`src/rtl/core/lzwd_mod_add.sv`:
```
`default_nettype none

module lzwd_mod_add #(
  parameter int unsigned DEPTH = 4096,
  parameter int unsigned AW    = 12
) (
  input  wire logic [AW-1:0] a_i,
  input  wire logic [AW:0]   b_i,
  output      logic [AW-1:0] sum_o
);

  localparam int unsigned SW = AW + 2;

  logic [SW-1:0] sum_raw;

  // The sum stays below twice the depth, so one conditional subtract wraps it.
  always_comb begin
    sum_raw = SW'(a_i) + SW'(b_i);
    if (sum_raw >= SW'(DEPTH)) begin
      sum_raw = sum_raw - SW'(DEPTH);
    end
    sum_o = sum_raw[AW-1:0];
  end

endmodule : lzwd_mod_add

`default_nettype wire

```
`config.mk`:
```
export PLATFORM = sky130hd
export DESIGN_NAME = lzwd_mod_add
export DESIGN_NICKNAME = d
export VERILOG_FILES = /design/src/rtl/core/lzwd_mod_add.sv
export SDC_FILE = /design/constraint.sdc
export NUM_CORES = 1
export LEC_CHECK = 0
export ABC_AREA = 1
export BUFFER_PORTS_ARGS = -buffer_cell sky130_fd_sc_hd__buf_4
export CORE_MARGIN = 2
export CORE_UTILIZATION = 42
export DETAILED_ROUTE_END_ITERATION = 8
export PLACE_DENSITY = 0.83
export SYNTH_ARGS = -nofsm -noshare
export SYNTH_HDL_FRONTEND = slang
export SYNTH_SLANG_ARGS = --single-unit
```
`constraint.sdc`:
```
create_clock -name vclk -period 1.1
set_clock_uncertainty 0.05 [all_clocks]
set_input_delay 0.055 -clock vclk [all_inputs]
set_output_delay 0.055 -clock vclk [all_outputs]
set_load 0.02 [all_outputs]
```
==> impl_metrics.py, run 1 <==
metrics = {
    "floorplanning": {
        "floorplan.die.height_um": 42.9,
        "number_of_rows_in_the_core_area": 14,
        "design.portCount": 37,
        "die_w_um": 42.9,
        "starting_utilization_of_the_core_area": 0.436,
    },
    "synth": {
        "synth_area_per_cell_sq_um": 5.33,
        "netlist_instances": 119,
        "yosys_warnings": 0,
        "synth_cell_type_count": 13,
        "synthesis.area_sq_um": 634,
        "seq_total_area_yosys": 0,
        "syn-num-nets": 156,
    },
    "place": {
        "minimum_setup_slack_after_placement_ps": -327,
        "placement.io_buffers": 36,
        "place_congestion": 0.842,
        "hpwl_um": 1760,
    },
    "outcome": {
        "firstError": "[ERROR DPL-0038] Utilization greater than 100%, impossible to legalize",
        "stop_stage": "global routing",
        "outcome": "aborted with a tool error",
    },
    "timing": {
        "final_worst_endpoint_reported_by_repair_timing_after_global_routing": "sum_o[10]",
        "worstEpCategory": "output port",
    },
    "global_routing": {
        "largest_net_degree_at_the_start_of_global_routing": 6,
    },
}
## logic make-up after synthesis
group	Yosys count	synth area share
adder cells (fa/ha/maj)	12	0.249
XOR/XNOR	7	0.0966
AO/OA/AOI/OAI	4	0.0316
buffers and inverters	21	0.124
AND/OR/NAND/NOR	75	0.499
## cells in the mapped netlist
cell                      number  area [sq um]
sky130_fd_sc_hd__inv_1        21          78.8
sky130_fd_sc_hd__nor2_1        7          26.3
sky130_fd_sc_hd__or2_2         1          6.26
sky130_fd_sc_hd__nand3_2       1          10.0
sky130_fd_sc_hd__a21oi_1       4          20.0
sky130_fd_sc_hd__ha_1         11           138
sky130_fd_sc_hd__nand3_1      11          55.1
sky130_fd_sc_hd__nand2_1      50           188
sky130_fd_sc_hd__fa_1          1          20.0
sky130_fd_sc_hd__nand4_1       3          18.8
sky130_fd_sc_hd__nor2_2        2          12.5
sky130_fd_sc_hd__xor2_1        6          52.6
sky130_fd_sc_hd__xnor2_1       1          8.76
## metrics by stage
| stage | cells | util | instance area [sq um] |
|---|---|---|---|
| floorplan | 119 | - | 748 |
| global placement | 181 | 0.766 | 1110 |
| detailed placement | 181 | 0.766 | 1110 |
| CTS | 185 | 0.962 | 1400 |
## what timing repair did
item	CTS
hold buffers	0
pin swaps	33
endpoints found under the setup margin	11
gates resized for setup	56
setup buffers	4
==> run 2, diff against run 1 <==
--- a/config.mk
+++ b/config.mk
@@ -7,10 +7,10 @@
 export LEC_CHECK = 0
 export ABC_AREA = 1
 export BUFFER_PORTS_ARGS = -buffer_cell sky130_fd_sc_hd__buf_4
-export CORE_MARGIN = 2
-export CORE_UTILIZATION = 42
+export CORE_AREA = 2 2 63 65
 export DETAILED_ROUTE_END_ITERATION = 8
-export PLACE_DENSITY = 0.83
+export DIE_AREA = 0 0 65 67
+export PLACE_DENSITY_LB_ADDON = 0.15
 export SYNTH_ARGS = -nofsm -noshare
 export SYNTH_HDL_FRONTEND = slang
 export SYNTH_SLANG_ARGS = --single-unit
==> constraint.sdc (replaced) <==
create_clock -name vclk -period 1.43
set_clock_uncertainty 0.05 [all_clocks]
set_input_delay 0.0715 -clock vclk [all_inputs]
set_output_delay 0.0715 -clock vclk [all_outputs]
set_load 0.02 [all_outputs]
==> impl_metrics.py, run 2 <==
metrics = {
    "outcome": {
        "outcome": "finished, final reports clean",
    },
    "synth": {
        "yosys.cell_count.top_type": "sky130_fd_sc_hd__nand2_1",
        "synth_area_per_cell_sq_um": 5.33,
        "synth_common_cells": "sky130_fd_sc_hd__nand2_1 (50), sky130_fd_sc_hd__inv_1 (21), sky130_fd_sc_hd__ha_1 (11), sky130_fd_sc_hd__nand3_1 (11), sky130_fd_sc_hd__nor2_1 (7)",
        "synth_largest_area_cell": "sky130_fd_sc_hd__nand2_1",
        "synth_cell_type_count": 13,
        "synthesis.area_sq_um": 634,
        "yosys_warnings": 0,
        "seq_total_area_yosys": 0,
        "syn-num-nets": 156,
        "synthDominantCellAreaShare": 0.296,
        "netlist_instances": 119,
        "ys_top_cells_by_area": "sky130_fd_sc_hd__nand2_1 (30%), sky130_fd_sc_hd__ha_1 (22%), sky130_fd_sc_hd__inv_1 (12%)",
    },
    "flow_run": {
        "max_cap_violations": 0,
    },
    "place": {
        "hpwl_um": 1620,
        "place_congestion": 0.841,
        "placed_cells": 208,
        "placement.io_buffers": 36,
    },
    "worst_setup_path": {
        "cp.required_ps": 1310,
        "worst-endpoint-arrival_ps": 1220,
        "cp_max_fo": 4,
        "timing.critical_path.from_type": "input port",
        "worstSetupPathType": "in2out",
        "timing.critical_path.to_type": "output pin",
    },
    "hold_path": {
        "timing.hold.worst.class": "in2out",
        "hold_path_startpoint": "a_i[0]",
        "min_delay_path_depth": 3,
        "hold-path-endpoint": "sum_o[0]",
    },
    "drt": {
        "totalWireLength_um": 1890,
        "route.detailed.drc": 0,
        "route.vias.total": 824,
        "avgRoutedWirePerCell_um": 9.08,
        "firstDrtPassIters": 3,
        "drtAntennaViolNets": 0,
        "detail_route.vias_per_cell": 3.96,
        "drt-initial-drc-count": 20,
    },
    "timing": {
        "worst_pin_slew_ps": 214,
        "timing.fmax_mhz": 744,
        "finalHoldViolations": 0,
        "finalSetupViolCount": 0,
        "layout_worst_path_cycle_share": 0.940,
        "tns_ps": 0,
        "slew_headroom": 0.857,
        "timing_max_transition_violations_final": 0,
        "period_minus_slack_ps": 1340,
    },
    "floorplanning": {
        "starting_utilization_of_the_core_area": 0.176,
        "number_of_rows_in_the_core_area": 22,
        "design.portCount": 37,
        "floorplan.core_area_sq_mm": 0.00361,
        "floorplan.die.height_um": 67,
        "die_w_um": 65,
        "die_area_sq_mm": 0.00436,
    },
    "cells_and_area": {
        "drive_above_1_share": 0.438,
        "layout-area-overhead-vs-synth_pct": 85.8,
        "antennaDiodeCount": 0,
        "n_clock_buffer": 0,
        "layout_commonest_cell": "sky130_fd_sc_hd__nand2_1",
        "final_core_occ": 0.327,
        "finalNetCount": 199,
        "layoutNonFillerInstCount": 208,
        "layout.filler_cells": 420,
        "number_of_flip_flops_and_latches": 0,
        "layout_common_cells": "sky130_fd_sc_hd__nand2_1 (44), sky130_fd_sc_hd__buf_4 (38), sky130_fd_sc_hd__inv_1 (21)",
        "sequential_cell_area_sq_um": 0,
    },
    "global_routing": {
        "largest_net_degree_at_the_start_of_global_routing": 7,
        "grt_pass1_wl_um": 3000,
        "grt_pass1_vias": 722,
        "grt_use_total": 0.0825,
        "antenna_found_initial": 0,
        "grt_remaining_overflow": 0,
    },
    "pwr": {
        "p_total_uw": 584,
        "worst_ir_drop_vdd_v": 0.000145,
        "power_density_mw_per_mm2": 495,
        "p_leak_uw": 0.000627,
    },
    "clock_tree": {
        "post_cts.repair.setup_buffers": 0,
        "holdBufCountCts": 0,
    },
}
-- run 2: area by class of cell --
| class | instances | area (sq um) | share of cell area |
|---|---|---|---|
| repair buffers | 41 | 319 | 0.271 |
| multi-input cells | 98 | 721 | 0.611 |
| inverters | 21 | 78.8 | 0.0669 |
| well taps | 48 | 60.1 | 0.0510 |
-- run 2: per-stage QoR --
stage               cell area [sq um]  setup slack, ps  hold slack, ps
finish                           1180             86.0             399
CTS                              1030             7.26             420
detailed placement               1000             -133             409
global placement                 1000             -120             401
global route                     1180            -19.3             404
floorplan                         634             79.8             293
-- run 2: worst max-delay path by stage --
stage	from	cells past startpoint	to
floorplan	a_i[0]	5	sum_o[6]
global placement	a_i[0]	10	sum_o[8]
detailed placement	a_i[0]	10	sum_o[8]
CTS	a_i[0]	10	sum_o[8]
global route	a_i[1]	8	sum_o[5]
finish	b_i[0]	10	sum_o[8]
-- run 2: critical path, stage by stage --
cell and delay [ps]:
sky130_fd_sc_hd__buf_6 100, sky130_fd_sc_hd__ha_4 150, sky130_fd_sc_hd__fa_2 370, sky130_fd_sc_hd__nand2_2 90, sky130_fd_sc_hd__nand3_2 70, sky130_fd_sc_hd__nand3_2 80, sky130_fd_sc_hd__nand2_1 50, sky130_fd_sc_hd__nand2_1 60
sky130_fd_sc_hd__nand2_1 50, sky130_fd_sc_hd__buf_6 130
-- run 2: kinds of logic (layout without fill, tap and decap cells) --
family	Yosys count	in the layout	synth area share
and+or+nand+nor	75	75	0.499
buffers and inverters	21	62	0.124
adders and majority gates	12	12	0.249
xor gates and xnor gates	7	7	0.0966
AOI/OAI and AO/OA	4	4	0.0316
-- run 2: metal layers --
| metal | global-route usage | wire [um] |
|---|---|---|
| met1 | 0.116 | 877 |
| met2 | 0.143 | 882 |
| met3 | 0.00845 | 128 |
| met4 | 0 | 0 |
| met5 | 0 | 0 |
-- run 2: where the power goes --
| group | internal, uW | total (uW) | leakage [uW] | switching [uW] |
|---|---|---|---|---|
| Clock | 0 | 0 | 0 | 0 |
| Sequential | 0 | 0 | 0 | 0 |
| Combinational | 280 | 584 | 0.000627 | 304 |
| Total | 280 | 584 | 0.000627 | 304 |
-- run 2: repair_timing --
item / CTS / global route
gates resized for setup: 6 / 27
pin swaps: 3 / 6
setup endpoints to repair: 5 / 7
Note: power is estimated with default switching activity, not from simulation.
